===== src/sv/phcm_pkg.sv =====
`default_nettype none
package phcm_pkg;

	typedef enum logic [1:0] {
		CMD_REG     = 2'd0,
		CMD_REG_DEF = 2'd1,
		CMD_REL     = 2'd2,
		CMD_REL_DEF = 2'd3
	} cmd_t;

	typedef enum logic [2:0] {
		ST_OK        = 3'd0,
		ST_BAD_CAUSE = 3'd1,
		ST_LINKED    = 3'd2,
		ST_EMPTY     = 3'd3,
		ST_NOT_FOUND = 3'd4
	} status_t;

	localparam logic CFG_STOP_CODE  = 1'b0;
	localparam logic CFG_TABLE_BASE = 1'b1;

	localparam logic [31:0] STOP_CODE_RST  = 32'h0000_0000;
	localparam logic [31:0] TABLE_BASE_RST = 32'h0000_0440;
	localparam logic [31:0] CODE_OFFSET    = 32'd8;

	// both short queues hold two entries
	localparam int QDEPTH = 2;

	typedef struct packed {
		cmd_t        cmd;
		logic [7:0]  cause;
		logic [1:0]  prio;
		logic [31:0] handler;
		logic [31:0] link;
		status_t     status;
	} req_t;

	typedef struct packed {
		status_t     status;
		logic        wv;
		logic [31:0] addr;
		logic [31:0] data;
		logic        last;
	} res_t;

	typedef enum logic [4:0] {
		S_IDLE,
		S_DISP,
		S_WAIT,
		S_FAIL,
		S_FREE,
		S_WALK,
		S_WCHK,
		S_INS_NEW,
		S_INS_PREV,
		S_RWALK,
		S_RCHK,
		S_UNLINK,
		S_RFREE,
		S_LEAD,
		S_T_START,
		S_T_ISSUE,
		S_T_EMIT,
		S_L_START,
		S_L_H,
		S_L_HX,
		S_L_END,
		S_FINISH
	} state_t;

endpackage
`default_nettype wire


===== src/sv/phcm_front.sv =====
`default_nettype none
module phcm_front #(
	parameter int CAUSE_COUNT = 16
) (
	input  wire logic              clk,
	input  wire logic              arst_n,
	input  wire logic              push,
	output logic                   full,
	input  wire logic [1:0]        cmd,
	input  wire logic [7:0]        cause,
	input  wire logic [1:0]        priority_req,
	input  wire logic [31:0]       handler_addr,
	input  wire logic [31:0]       link_word,
	output logic                   req_valid,
	output phcm_pkg::req_t         req,
	input  wire logic              req_take
);
	import phcm_pkg::*;

	req_t        cls;
	logic        bad;
	logic        wr_en;
	logic        rd_en;
	req_t        fq_q [QDEPTH];
	logic        wp_q;
	logic        rp_q;
	logic [1:0]  cnt_q;

	// stateless checks
	always_comb begin
		bad = {1'b0, cause} >= 9'(CAUSE_COUNT);
		cls.cmd = cmd_t'(cmd);
		cls.cause = cause;
		cls.prio = priority_req;
		cls.handler = handler_addr;
		cls.link = link_word;
		cls.status = ST_OK;
		unique case (cmd_t'(cmd))
			CMD_REG: begin
				if (bad) begin
					cls.status = ST_BAD_CAUSE;
				end else if (link_word != 32'd0) begin
					cls.status = ST_LINKED;
				end
			end
			CMD_REG_DEF: begin
				if (link_word != 32'd0) begin
					cls.status = ST_LINKED;
				end
			end
			CMD_REL: begin
				if (bad) begin
					cls.status = ST_BAD_CAUSE;
				end
			end
			CMD_REL_DEF: begin
				cls.status = ST_OK;
			end
		endcase
	end

	assign full = cnt_q == 2'(QDEPTH);
	assign req_valid = cnt_q != 2'd0;
	assign req = fq_q[rp_q];
	assign wr_en = push && !full;
	assign rd_en = req_take && req_valid;

	always_ff @(posedge clk or negedge arst_n) begin
		if (!arst_n) begin
			wp_q <= 1'b0;
			rp_q <= 1'b0;
			cnt_q <= 2'd0;
		end else begin
			if (wr_en) begin
				wp_q <= !wp_q;
			end
			if (rd_en) begin
				rp_q <= !rp_q;
			end
			if (wr_en && !rd_en) begin
				cnt_q <= cnt_q + 2'd1;
			end else if (rd_en && !wr_en) begin
				cnt_q <= cnt_q - 2'd1;
			end
		end
	end

	always_ff @(posedge clk) begin
		if (wr_en) begin
			fq_q[wp_q] <= cls;
		end
	end

endmodule
`default_nettype wire


===== src/sv/phcm_back.sv =====
`default_nettype none
module phcm_back #(
	parameter int CAUSE_COUNT = 16,
	parameter int NODE_COUNT  = 32
) (
	input  wire logic              clk,
	input  wire logic              arst_n,
	input  wire logic              req_valid,
	input  wire phcm_pkg::req_t    req,
	output logic                   req_take,
	input  wire logic [31:0]       stop_code,
	input  wire logic [31:0]       tbl_base,
	output logic                   empty,
	input  wire logic              pop,
	output phcm_pkg::res_t         res
);
	import phcm_pkg::*;

	localparam int AW = $clog2(NODE_COUNT);
	localparam int NW = $clog2(NODE_COUNT + 1);
	localparam int CW = (CAUSE_COUNT > 1) ? $clog2(CAUSE_COUNT) : 1;
	localparam logic [NW-1:0] NIL = NW'(NODE_COUNT);
	localparam logic [CW-1:0] C_LAST = CW'(CAUSE_COUNT - 1);

	state_t          state_q, state_d, ret_q;
	req_t            r_q;
	logic [NW-1:0]   free_q;
	logic [NW-1:0]   head_q [CAUSE_COUNT];
	logic [31:0]     dflt_q;
	logic            dflt_vld_q;
	logic [NW-1:0]   cur_q, prev_q, new_q, nx_q;
	logic [CW-1:0]   c_q;
	logic [31:0]     cur_h_q;
	logic [AW-1:0]   ra_q;
	logic [31:0]     rd_h_q;
	logic [1:0]      rd_p_q;
	logic [NW-1:0]   rd_l_q;

	logic [31:0]     h_mem [NODE_COUNT];
	logic [1:0]      p_mem [NODE_COUNT];
	logic [NW-1:0]   l_mem [NODE_COUNT];
	logic            l_vld_q [NODE_COUNT];

	res_t            pend_q;
	logic            pend_vld_q;
	res_t            of_q [QDEPTH];
	logic            of_wp_q, of_rp_q;
	logic [1:0]      of_cnt_q;

	logic [31:0]     ft;
	logic [CW-1:0]   ci;
	logic            of_full;
	logic            room;
	logic            head_c_nil;
	logic            rd_nil;
	logic            em_en;
	res_t            em;
	logic            fin_en;
	logic            lw_en;
	logic [NW-1:0]   lw_addr;
	logic [NW-1:0]   lw_data;
	logic            hw_en;
	logic            push_en;
	res_t            push_d;
	logic            pop_en;

	assign ft = dflt_vld_q ? dflt_q + CODE_OFFSET : stop_code;
	assign ci = r_q.cause[CW-1:0];
	assign of_full = of_cnt_q == 2'(QDEPTH);
	assign room = !pend_vld_q || !of_full;
	assign head_c_nil = head_q[c_q] == NIL;
	assign rd_nil = rd_l_q == NIL;

	// next state
	always_comb begin
		state_d = state_q;
		unique case (state_q)
			S_IDLE: begin
				if (req_valid) begin
					state_d = S_DISP;
				end
			end
			S_DISP: begin
				if (r_q.status != ST_OK) begin
					state_d = S_FAIL;
				end else begin
					unique case (r_q.cmd)
						CMD_REG: state_d = (free_q == NIL) ? S_FAIL : S_WAIT;
						CMD_REG_DEF: state_d = S_LEAD;
						CMD_REL: state_d = S_RWALK;
						CMD_REL_DEF: begin
							if (!dflt_vld_q || dflt_q != r_q.handler) begin
								state_d = S_FAIL;
							end else begin
								state_d = S_LEAD;
							end
						end
					endcase
				end
			end
			S_WAIT: state_d = ret_q;
			S_FAIL: state_d = S_FINISH;
			S_FREE: state_d = S_WALK;
			S_WALK: state_d = (cur_q == NIL) ? S_INS_NEW : S_WAIT;
			S_WCHK: state_d = (rd_p_q >= r_q.prio) ? S_WALK : S_INS_NEW;
			S_INS_NEW: state_d = S_INS_PREV;
			S_INS_PREV: state_d = S_T_START;
			S_RWALK: state_d = (cur_q == NIL) ? S_FAIL : S_WAIT;
			S_RCHK: state_d = (rd_h_q == r_q.handler) ? S_UNLINK : S_RWALK;
			S_UNLINK: state_d = S_RFREE;
			S_RFREE: state_d = S_LEAD;
			S_LEAD: begin
				if (room) begin
					state_d = S_T_START;
				end
			end
			S_T_START: state_d = S_T_ISSUE;
			S_T_ISSUE: state_d = head_c_nil ? S_T_EMIT : S_WAIT;
			S_T_EMIT: begin
				if (room) begin
					state_d = (c_q == C_LAST) ? S_L_START : S_T_ISSUE;
				end
			end
			S_L_START: begin
				if (!head_c_nil) begin
					state_d = S_WAIT;
				end else if (c_q == C_LAST) begin
					state_d = S_FINISH;
				end
			end
			S_L_H: state_d = rd_nil ? S_L_END : S_WAIT;
			S_L_HX: begin
				if (room) begin
					state_d = rd_nil ? S_L_END : S_WAIT;
				end
			end
			S_L_END: begin
				if (room) begin
					state_d = (c_q == C_LAST) ? S_FINISH : S_L_START;
				end
			end
			S_FINISH: begin
				if (!of_full) begin
					state_d = S_IDLE;
				end
			end
			default: state_d = S_IDLE;
		endcase
	end

	// control outputs
	always_comb begin
		req_take = 1'b0;
		em_en = 1'b0;
		em = '{status: ST_OK, wv: 1'b1, addr: 32'd0, data: 32'd0, last: 1'b0};
		fin_en = 1'b0;
		lw_en = 1'b0;
		lw_addr = prev_q;
		lw_data = new_q;
		hw_en = 1'b0;
		unique case (state_q)
			S_IDLE: req_take = req_valid;
			S_FAIL: begin
				em_en = 1'b1;
				em.status = r_q.status;
				em.wv = 1'b0;
			end
			S_FREE: hw_en = 1'b1;
			S_INS_NEW: begin
				lw_en = 1'b1;
				lw_addr = new_q;
				lw_data = cur_q;
			end
			S_INS_PREV: lw_en = prev_q != NIL;
			S_UNLINK: begin
				lw_en = prev_q != NIL;
				lw_data = nx_q;
			end
			S_RFREE: begin
				lw_en = 1'b1;
				lw_addr = cur_q;
				lw_data = free_q;
			end
			S_LEAD: begin
				em_en = room;
				em.addr = r_q.handler;
				em.data = (r_q.cmd == CMD_REG_DEF) ? ft : 32'd0;
			end
			S_T_EMIT: begin
				em_en = room;
				em.addr = tbl_base + {{(30 - CW){1'b0}}, c_q, 2'b00};
				em.data = head_c_nil ? ft : rd_h_q + CODE_OFFSET;
			end
			S_L_HX: begin
				em_en = room;
				em.addr = cur_h_q;
				em.data = rd_h_q + CODE_OFFSET;
			end
			S_L_END: begin
				em_en = room;
				em.addr = cur_h_q;
				em.data = ft;
			end
			S_FINISH: fin_en = !of_full;
			default: begin
				em_en = 1'b0;
			end
		endcase
	end

	// control state
	always_ff @(posedge clk or negedge arst_n) begin
		if (!arst_n) begin
			state_q <= S_IDLE;
			ret_q <= S_IDLE;
			free_q <= '0;
			for (int i = 0; i < CAUSE_COUNT; i++) begin
				head_q[i] <= NIL;
			end
			for (int i = 0; i < NODE_COUNT; i++) begin
				l_vld_q[i] <= 1'b0;
			end
			dflt_q <= 32'd0;
			dflt_vld_q <= 1'b0;
			pend_vld_q <= 1'b0;
		end else begin
			state_q <= state_d;
			if (lw_en) begin
				l_vld_q[lw_addr[AW-1:0]] <= 1'b1;
			end
			if (em_en) begin
				pend_vld_q <= 1'b1;
			end else if (fin_en) begin
				pend_vld_q <= 1'b0;
			end
			unique case (state_q)
				S_DISP: begin
					if (r_q.status == ST_OK && r_q.cmd == CMD_REG && free_q != NIL) begin
						ret_q <= S_FREE;
					end
				end
				S_FREE: free_q <= rd_l_q;
				S_WALK: ret_q <= S_WCHK;
				S_INS_PREV: begin
					if (prev_q == NIL) begin
						head_q[ci] <= new_q;
					end
				end
				S_RWALK: ret_q <= S_RCHK;
				S_UNLINK: begin
					if (prev_q == NIL) begin
						head_q[ci] <= nx_q;
					end
				end
				S_RFREE: free_q <= cur_q;
				S_LEAD: begin
					if (room) begin
						if (r_q.cmd == CMD_REG_DEF) begin
							dflt_q <= r_q.handler;
							dflt_vld_q <= 1'b1;
						end else if (r_q.cmd == CMD_REL_DEF) begin
							if (r_q.link == stop_code) begin
								dflt_q <= 32'd0;
								dflt_vld_q <= 1'b0;
							end else begin
								dflt_q <= r_q.link - CODE_OFFSET;
							end
						end
					end
				end
				S_T_ISSUE: ret_q <= S_T_EMIT;
				S_L_START: ret_q <= S_L_H;
				S_L_H: ret_q <= S_L_HX;
				S_L_HX: ret_q <= S_L_HX;
				default: begin
					ret_q <= ret_q;
				end
			endcase
		end
	end

	// working registers
	always_ff @(posedge clk) begin
		unique case (state_q)
			S_IDLE: begin
				if (req_valid) begin
					r_q <= req;
				end
			end
			S_DISP: begin
				if (r_q.status == ST_OK) begin
					unique case (r_q.cmd)
						CMD_REG: begin
							if (free_q == NIL) begin
								r_q.status <= ST_EMPTY;
							end else begin
								new_q <= free_q;
								ra_q <= free_q[AW-1:0];
							end
						end
						CMD_REL: begin
							cur_q <= head_q[ci];
							prev_q <= NIL;
						end
						CMD_REL_DEF: begin
							if (!dflt_vld_q || dflt_q != r_q.handler) begin
								r_q.status <= ST_NOT_FOUND;
							end
						end
						CMD_REG_DEF: begin
							r_q.status <= ST_OK;
						end
					endcase
				end
			end
			S_FREE: begin
				cur_q <= head_q[ci];
				prev_q <= NIL;
			end
			S_WALK: ra_q <= cur_q[AW-1:0];
			S_WCHK: begin
				if (rd_p_q >= r_q.prio) begin
					prev_q <= cur_q;
					cur_q <= rd_l_q;
				end
			end
			S_RWALK: begin
				if (cur_q == NIL) begin
					r_q.status <= ST_NOT_FOUND;
				end else begin
					ra_q <= cur_q[AW-1:0];
				end
			end
			S_RCHK: begin
				if (rd_h_q == r_q.handler) begin
					nx_q <= rd_l_q;
				end else begin
					prev_q <= cur_q;
					cur_q <= rd_l_q;
				end
			end
			S_T_START: c_q <= '0;
			S_T_ISSUE: ra_q <= head_q[c_q][AW-1:0];
			S_T_EMIT: begin
				if (room) begin
					c_q <= (c_q == C_LAST) ? '0 : c_q + CW'(1);
				end
			end
			S_L_START: begin
				if (!head_c_nil) begin
					ra_q <= head_q[c_q][AW-1:0];
				end else if (c_q != C_LAST) begin
					c_q <= c_q + CW'(1);
				end
			end
			S_L_H: begin
				cur_h_q <= rd_h_q;
				ra_q <= rd_l_q[AW-1:0];
			end
			S_L_HX: begin
				if (room) begin
					cur_h_q <= rd_h_q;
					ra_q <= rd_l_q[AW-1:0];
				end
			end
			S_L_END: begin
				if (room && c_q != C_LAST) begin
					c_q <= c_q + CW'(1);
				end
			end
			default: begin
				ra_q <= ra_q;
			end
		endcase
		if (em_en) begin
			pend_q <= em;
		end
	end

	// node memories, one shared read address, registered read data
	always_ff @(posedge clk) begin
		if (hw_en) begin
			h_mem[new_q[AW-1:0]] <= r_q.handler;
			p_mem[new_q[AW-1:0]] <= r_q.prio;
		end
		if (lw_en) begin
			l_mem[lw_addr[AW-1:0]] <= lw_data;
		end
		rd_h_q <= h_mem[ra_q];
		rd_p_q <= p_mem[ra_q];
		rd_l_q <= l_vld_q[ra_q] ? l_mem[ra_q] : NW'(ra_q) + NW'(1);
	end

	// result queue
	always_comb begin
		push_en = (em_en && pend_vld_q) || fin_en;
		push_d = pend_q;
		push_d.last = fin_en;
	end

	assign empty = of_cnt_q == 2'd0;
	assign res = of_q[of_rp_q];
	assign pop_en = pop && !empty;

	always_ff @(posedge clk or negedge arst_n) begin
		if (!arst_n) begin
			of_wp_q <= 1'b0;
			of_rp_q <= 1'b0;
			of_cnt_q <= 2'd0;
		end else begin
			if (push_en) begin
				of_wp_q <= !of_wp_q;
			end
			if (pop_en) begin
				of_rp_q <= !of_rp_q;
			end
			if (push_en && !pop_en) begin
				of_cnt_q <= of_cnt_q + 2'd1;
			end else if (pop_en && !push_en) begin
				of_cnt_q <= of_cnt_q - 2'd1;
			end
		end
	end

	always_ff @(posedge clk) begin
		if (push_en) begin
			of_q[of_wp_q] <= push_d;
		end
	end

endmodule
`default_nettype wire


===== src/sv/priority_handler_chain_manager_core.sv =====
// Handler chain manager. Commands enter through a two-entry request queue and
// are carried out one at a time by a sequencer that owns the node pool; results
// leave through a two-entry queue. Node handler, priority and link words sit in
// memories behind one shared read address with registered read data, so every
// list step waits for its read data. A command walks the nodes of its chain to
// find its place, then the rebuild: one write per cause table entry, a scan of
// each cause for its chain, one write per linked node and a closing write per
// non-empty cause. Any result write can stall while the result queue is full.
// A rejected command returns its single status result. Link words come up
// valid at reset through per-node valid bits, so no clearing pass is needed.
// The user must write configuration only while no command is in flight; the
// block itself does not enforce this.
`default_nettype none
module priority_handler_chain_manager_core #(
	parameter int CAUSE_COUNT = 16,
	parameter int NODE_COUNT  = 32
) (
	input  wire logic        clk,
	input  wire logic        arst_n,
	input  wire logic        push,
	output logic             full,
	input  wire logic [1:0]  cmd,
	input  wire logic [7:0]  cause,
	input  wire logic [1:0]  priority_req,
	input  wire logic [31:0] handler_addr,
	input  wire logic [31:0] link_word,
	output logic             empty,
	input  wire logic        pop,
	output logic [2:0]       status,
	output logic             write_valid,
	output logic [31:0]      write_addr,
	output logic [31:0]      write_data,
	output logic             last,
	input  wire logic        cfg_we,
	input  wire logic        cfg_idx,
	input  wire logic [31:0] cfg_wdata
);
	import phcm_pkg::*;

	logic [31:0] stop_q;
	logic [31:0] tbase_q;
	logic        req_valid;
	req_t        req;
	logic        req_take;
	res_t        res;

	always_ff @(posedge clk or negedge arst_n) begin
		if (!arst_n) begin
			stop_q <= STOP_CODE_RST;
			tbase_q <= TABLE_BASE_RST;
		end else if (cfg_we) begin
			unique case (cfg_idx)
				CFG_STOP_CODE: stop_q <= cfg_wdata;
				CFG_TABLE_BASE: tbase_q <= cfg_wdata;
			endcase
		end
	end

	phcm_front #(
		.CAUSE_COUNT(CAUSE_COUNT)
	) u_front (
		.clk(clk),
		.arst_n(arst_n),
		.push(push),
		.full(full),
		.cmd(cmd),
		.cause(cause),
		.priority_req(priority_req),
		.handler_addr(handler_addr),
		.link_word(link_word),
		.req_valid(req_valid),
		.req(req),
		.req_take(req_take)
	);

	phcm_back #(
		.CAUSE_COUNT(CAUSE_COUNT),
		.NODE_COUNT(NODE_COUNT)
	) u_back (
		.clk(clk),
		.arst_n(arst_n),
		.req_valid(req_valid),
		.req(req),
		.req_take(req_take),
		.stop_code(stop_q),
		.tbl_base(tbase_q),
		.empty(empty),
		.pop(pop),
		.res(res)
	);

	assign status = res.status;
	assign write_valid = res.wv;
	assign write_addr = res.addr;
	assign write_data = res.data;
	assign last = res.last;

endmodule
`default_nettype wire


===== config.mk =====
export PLATFORM = sky130hd
export DESIGN_NAME = priority_handler_chain_manager_core
export DESIGN_NICKNAME = d
export VERILOG_FILES = /design/src/sv/phcm_pkg.sv /design/src/sv/phcm_front.sv /design/src/sv/phcm_back.sv /design/src/sv/priority_handler_chain_manager_core.sv
export SDC_FILE = /design/constraint.sdc
export NUM_CORES = 2
export LEC_CHECK = 0
export BUFFER_PORTS_ARGS = -buffer_cell sky130_fd_sc_hd__buf_2
export CORE_MARGIN = 4
export CORE_UTILIZATION = 62
export DETAILED_ROUTE_END_ITERATION = 8
export PLACE_DENSITY = 0.78
export SETUP_SLACK_MARGIN = 0.5
export SKIP_CTS_REPAIR_TIMING = 1
export SYNTH_ARGS = -nofsm -noshare
export SYNTH_HDL_FRONTEND = slang
export SYNTH_SLANG_ARGS = --single-unit

===== constraint.sdc =====
create_clock -name clk -period 8.7 [get_ports clk]
set_clock_uncertainty 0.05 [all_clocks]
set_input_delay 2.175 -clock clk [delete_from_list [all_inputs] [get_ports clk]]
set_output_delay 2.175 -clock clk [all_outputs]
set_load 0.005 [all_outputs]

==> impl_metrics.env <==
export IMPL_outcome="finished, final reports clean"
export IMPL_grt_max_degree=140
export IMPL_numCtsBuffers=195
export IMPL_startpoint_type="flop"
export IMPL_r2r_cells=8
export IMPL_io_buffers=184
export IMPL_gp_congestion=0.934
export IMPL_antenna_found_initial=12
export IMPL_tightest_slew_ns=1.36
export IMPL_drive_above_1_share_pct=28.3
export IMPL_synth_nets=4609
export IMPL_final_max_slew_viol_count=0
export IMPL_rows=134
export IMPL_synth_yosys_seq_area_share_pct=72.3
export IMPL_synth_cell_types=85
export IMPL_fp_dieH_um=375
export IMPL_path_clk_slew_ns=0.07
export IMPL_first_global_vias=45800
export IMPL_synthArstFlopShare_pct=12.1
export IMPL_r2r_start="u_back.state_q[0]"
export IMPL_avgRoutedWirePerCell_um=32.7
export IMPL_end_kind="flop"
export IMPL_synth_cells=4481
export IMPL_ys_flop_type="edfxtp_1"
export IMPL_max_clock_freq_mhz=190
export IMPL_clkLatencyLatePin_ns=0.84
export IMPL_cp_startpoint="u_back.state_q[0]"
export IMPL_placed_cell_area_um2=87000
export IMPL_worstPathArrival_ns=5.66
export IMPL_ios=185
export IMPL_worst_r2r_setup_slack_ns=3.44
export IMPL_cp_required_ns=9.10
export IMPL_cts_root_buffer="clkbuf_16"
export IMPL_clock_sinks=2069
export IMPL_overflow=0
export IMPL_vias=45300
export IMPL_leakage_uw=0.0313
export IMPL_synth_area_per_cell_um2=18.7
export IMPL_syn_area_um2=83600
export IMPL_h_tree_depth=4
export IMPL_finalCriticalPeriod_ns=5.26
export IMPL_rsz0062_at_grt="no"
export IMPL_synth_top_area_cell="edfxtp_1"
export IMPL_postRouteAntennaNets=0
export IMPL_dr_pass1_iters=6
export IMPL_min_delay_path_class="reg -> reg"
export IMPL_setup_viol=0
export IMPL_drc=0
export IMPL_start_util_pct=62.6
export IMPL_period_share_pct=60.5
export IMPL_yosys_top_cells_count="1774 x edfxtp_1, 453 x mux4_2, 241 x mux2_2, 232 x dfrtp_1, 229 x nand2_1"
export IMPL_cp_endpoint="u_back.of_q[0][6]"
export IMPL_die_area_um2=141000
export IMPL_yosysMostFrequentCell="edfxtp_1"
export IMPL_areaGrowthSynthToFinish_pct=11.9
export IMPL_stdcell_count=6678
export IMPL_vdd_ir_drop_max_v=0.000252
export IMPL_powerDensity_nw_per_um2=315
export IMPL_grt_pass1_wl_um=319000
export IMPL_dp_cells=6305
export IMPL_critPathMaxFanout=69
export IMPL_final_nets=4862
export IMPL_maxCapViolCount=0
export IMPL_report_final_hold_viol_count=0
export IMPL_r2r_end="u_back.of_q[0][6]"
export IMPL_die_width_um=375
export IMPL_path_class="reg -> reg"
export IMPL_synth_edf_count=1774
export IMPL_tns_ns=0
export IMPL_clockBufferDepth=3
export IMPL_fin_area_um2=93500
export IMPL_synth_seq_cells=2069
export IMPL_wl_um=219000
export IMPL_grt_use_total_pct=31.5
export IMPL_core_area_um2=134000
export IMPL_dp_hpwl_um=128000
export IMPL_yosys_area_top_type_share_pct=63.7
export IMPL_drtIter0Drc=6959
export IMPL_cts_tree="done"
export IMPL_slew_headroom_pct=9.26
export IMPL_finalPower_uw=29500
export IMPL_yosys_warnings=0
export IMPL_vias_per_cell=6.78
export IMPL_synthTopCellsByArea="edfxtp_1 64%, mux4_2 12%, dfrtp_1 6.9%"
## per-layer routing
metal | share of wire, % | routed length, um | GRT usage (%)
met4 | 4.3 | 9420 | 12.3
met3 | 11 | 23300 | 7.19
met5 | 0.012 | 27 | 0
met1 | 36 | 79000 | 43.3
met2 | 49 | 107000 | 50.0
## flip-flops by register name, summed over array words and instances (netlist names), 64 cells and up, named ones only
name and flops:
u_back.h_mem 1024, u_back.l_mem 192, u_front.fq_q 148, u_back.of_q 138
u_back.head_q 96, u_back.r_q 71, u_back.pend_q 68, u_back.p_mem 64
## cell families after synthesis
group | count (synthesis) | synth area share [%]
adders and majority gates | 14 | 0.219
muxes | 765 | 16.3
AOI/OAI and AO/OA | 415 | 3.18
xor gates and xnor gates | 218 | 2.28
and+or+nand+nor | 737 | 4.40
buffers and inverters | 263 | 1.31
DFF | 2069 | 72.3
## per-stage QoR
step	hold WS (ns)	util, %	worst slack, ns
after floorplan	0.371	-	1.80
after global placement	0.375	65.1	3.61
after detailed placement	0.388	65.1	3.48
after CTS	0.399	70.0	3.47
after global routing	0.410	70.0	3.16
final	0.396	70.0	3.44
## where the power goes
part / total [uW] / switching, uW / internal, uW / leakage (uW)
combinational: 7040 / 3970 / 3070 / 0.00851
clock: 8670 / 3730 / 4940 / 0.00319
sequential: 13800 / 1260 / 12500 / 0.0196
## cell type report
type | count | area, um^2
diodes | 6 | 15.0
clock buffers | 269 | 5480
clock inverters | 98 | 1080
fillers | 7955 | 40100
inverters | 33 | 124
multi-input cells | 2149 | 22400
flip-flops and latches | 2069 | 60500
well taps | 1768 | 2210
repair buffers | 286 | 1770
## how the worst min path moves through the flow
stage,from,endpoint,slack (ns),cells after the start
after detailed placement,u_back.pend_q[48],u_back.of_q[1][48],0.39,0
after floorplan,u_back.pend_q[10],u_back.of_q[0][10],0.37,0
after CTS,u_back.pend_q[68],u_back.of_q[0][68],0.40,0
final,u_back.pend_q[68],u_back.of_q[0][68],0.40,0
after global placement,u_back.pend_q[39],u_back.of_q[0][39],0.37,0
after global routing,u_back.pend_q[66],u_back.of_q[0][66],0.41,0
## worst max-delay path, stage by stage (launching register included)
cell and delay, ns:
dfrtp_1 0.84, or3b_1 0.53, nor3_4 0.17, buf_4 0.43, o21ai_0 0.29, nand2_4 0.77
a21o_1 0.30, nor2b_4 0.81, buf_4 0.63
## layout by cell type, fill, tap and decap left out, drive strengths merged, types with 10 or more instances in the layout
cell / Yosys / final
and2: 22 / 22
clkbuf: 142 / 269
edfxtp: 1774 / 1774
or2: 36 / 36
nor4: 45 / 45
nand2b: 10 / 10
o21ai: 159 / 159
mux2: 246 / 246
clkinv: 1 / 71
inv: 32 / 36
o22ai: 27 / 27
dfstp: 18 / 18
nor2: 172 / 172
a221o: 12 / 12
nor2b: 20 / 20
bufinv: 0 / 17
a21o: 14 / 14
nand3: 51 / 51
dfrtp: 232 / 232
a21oi: 74 / 74
a22oi: 52 / 52
xnor2: 61 / 61
nand3b: 11 / 11
mux4: 453 / 453
ha: 13 / 13
and3: 24 / 24
nor3: 44 / 44
mux2i: 66 / 66
nand2: 230 / 230
a222oi: 15 / 15
xor2: 157 / 157
a221oi: 16 / 16
dfxtp: 45 / 45
buf: 88 / 286
nand4: 31 / 31
(Power assumes the default switching activity.)
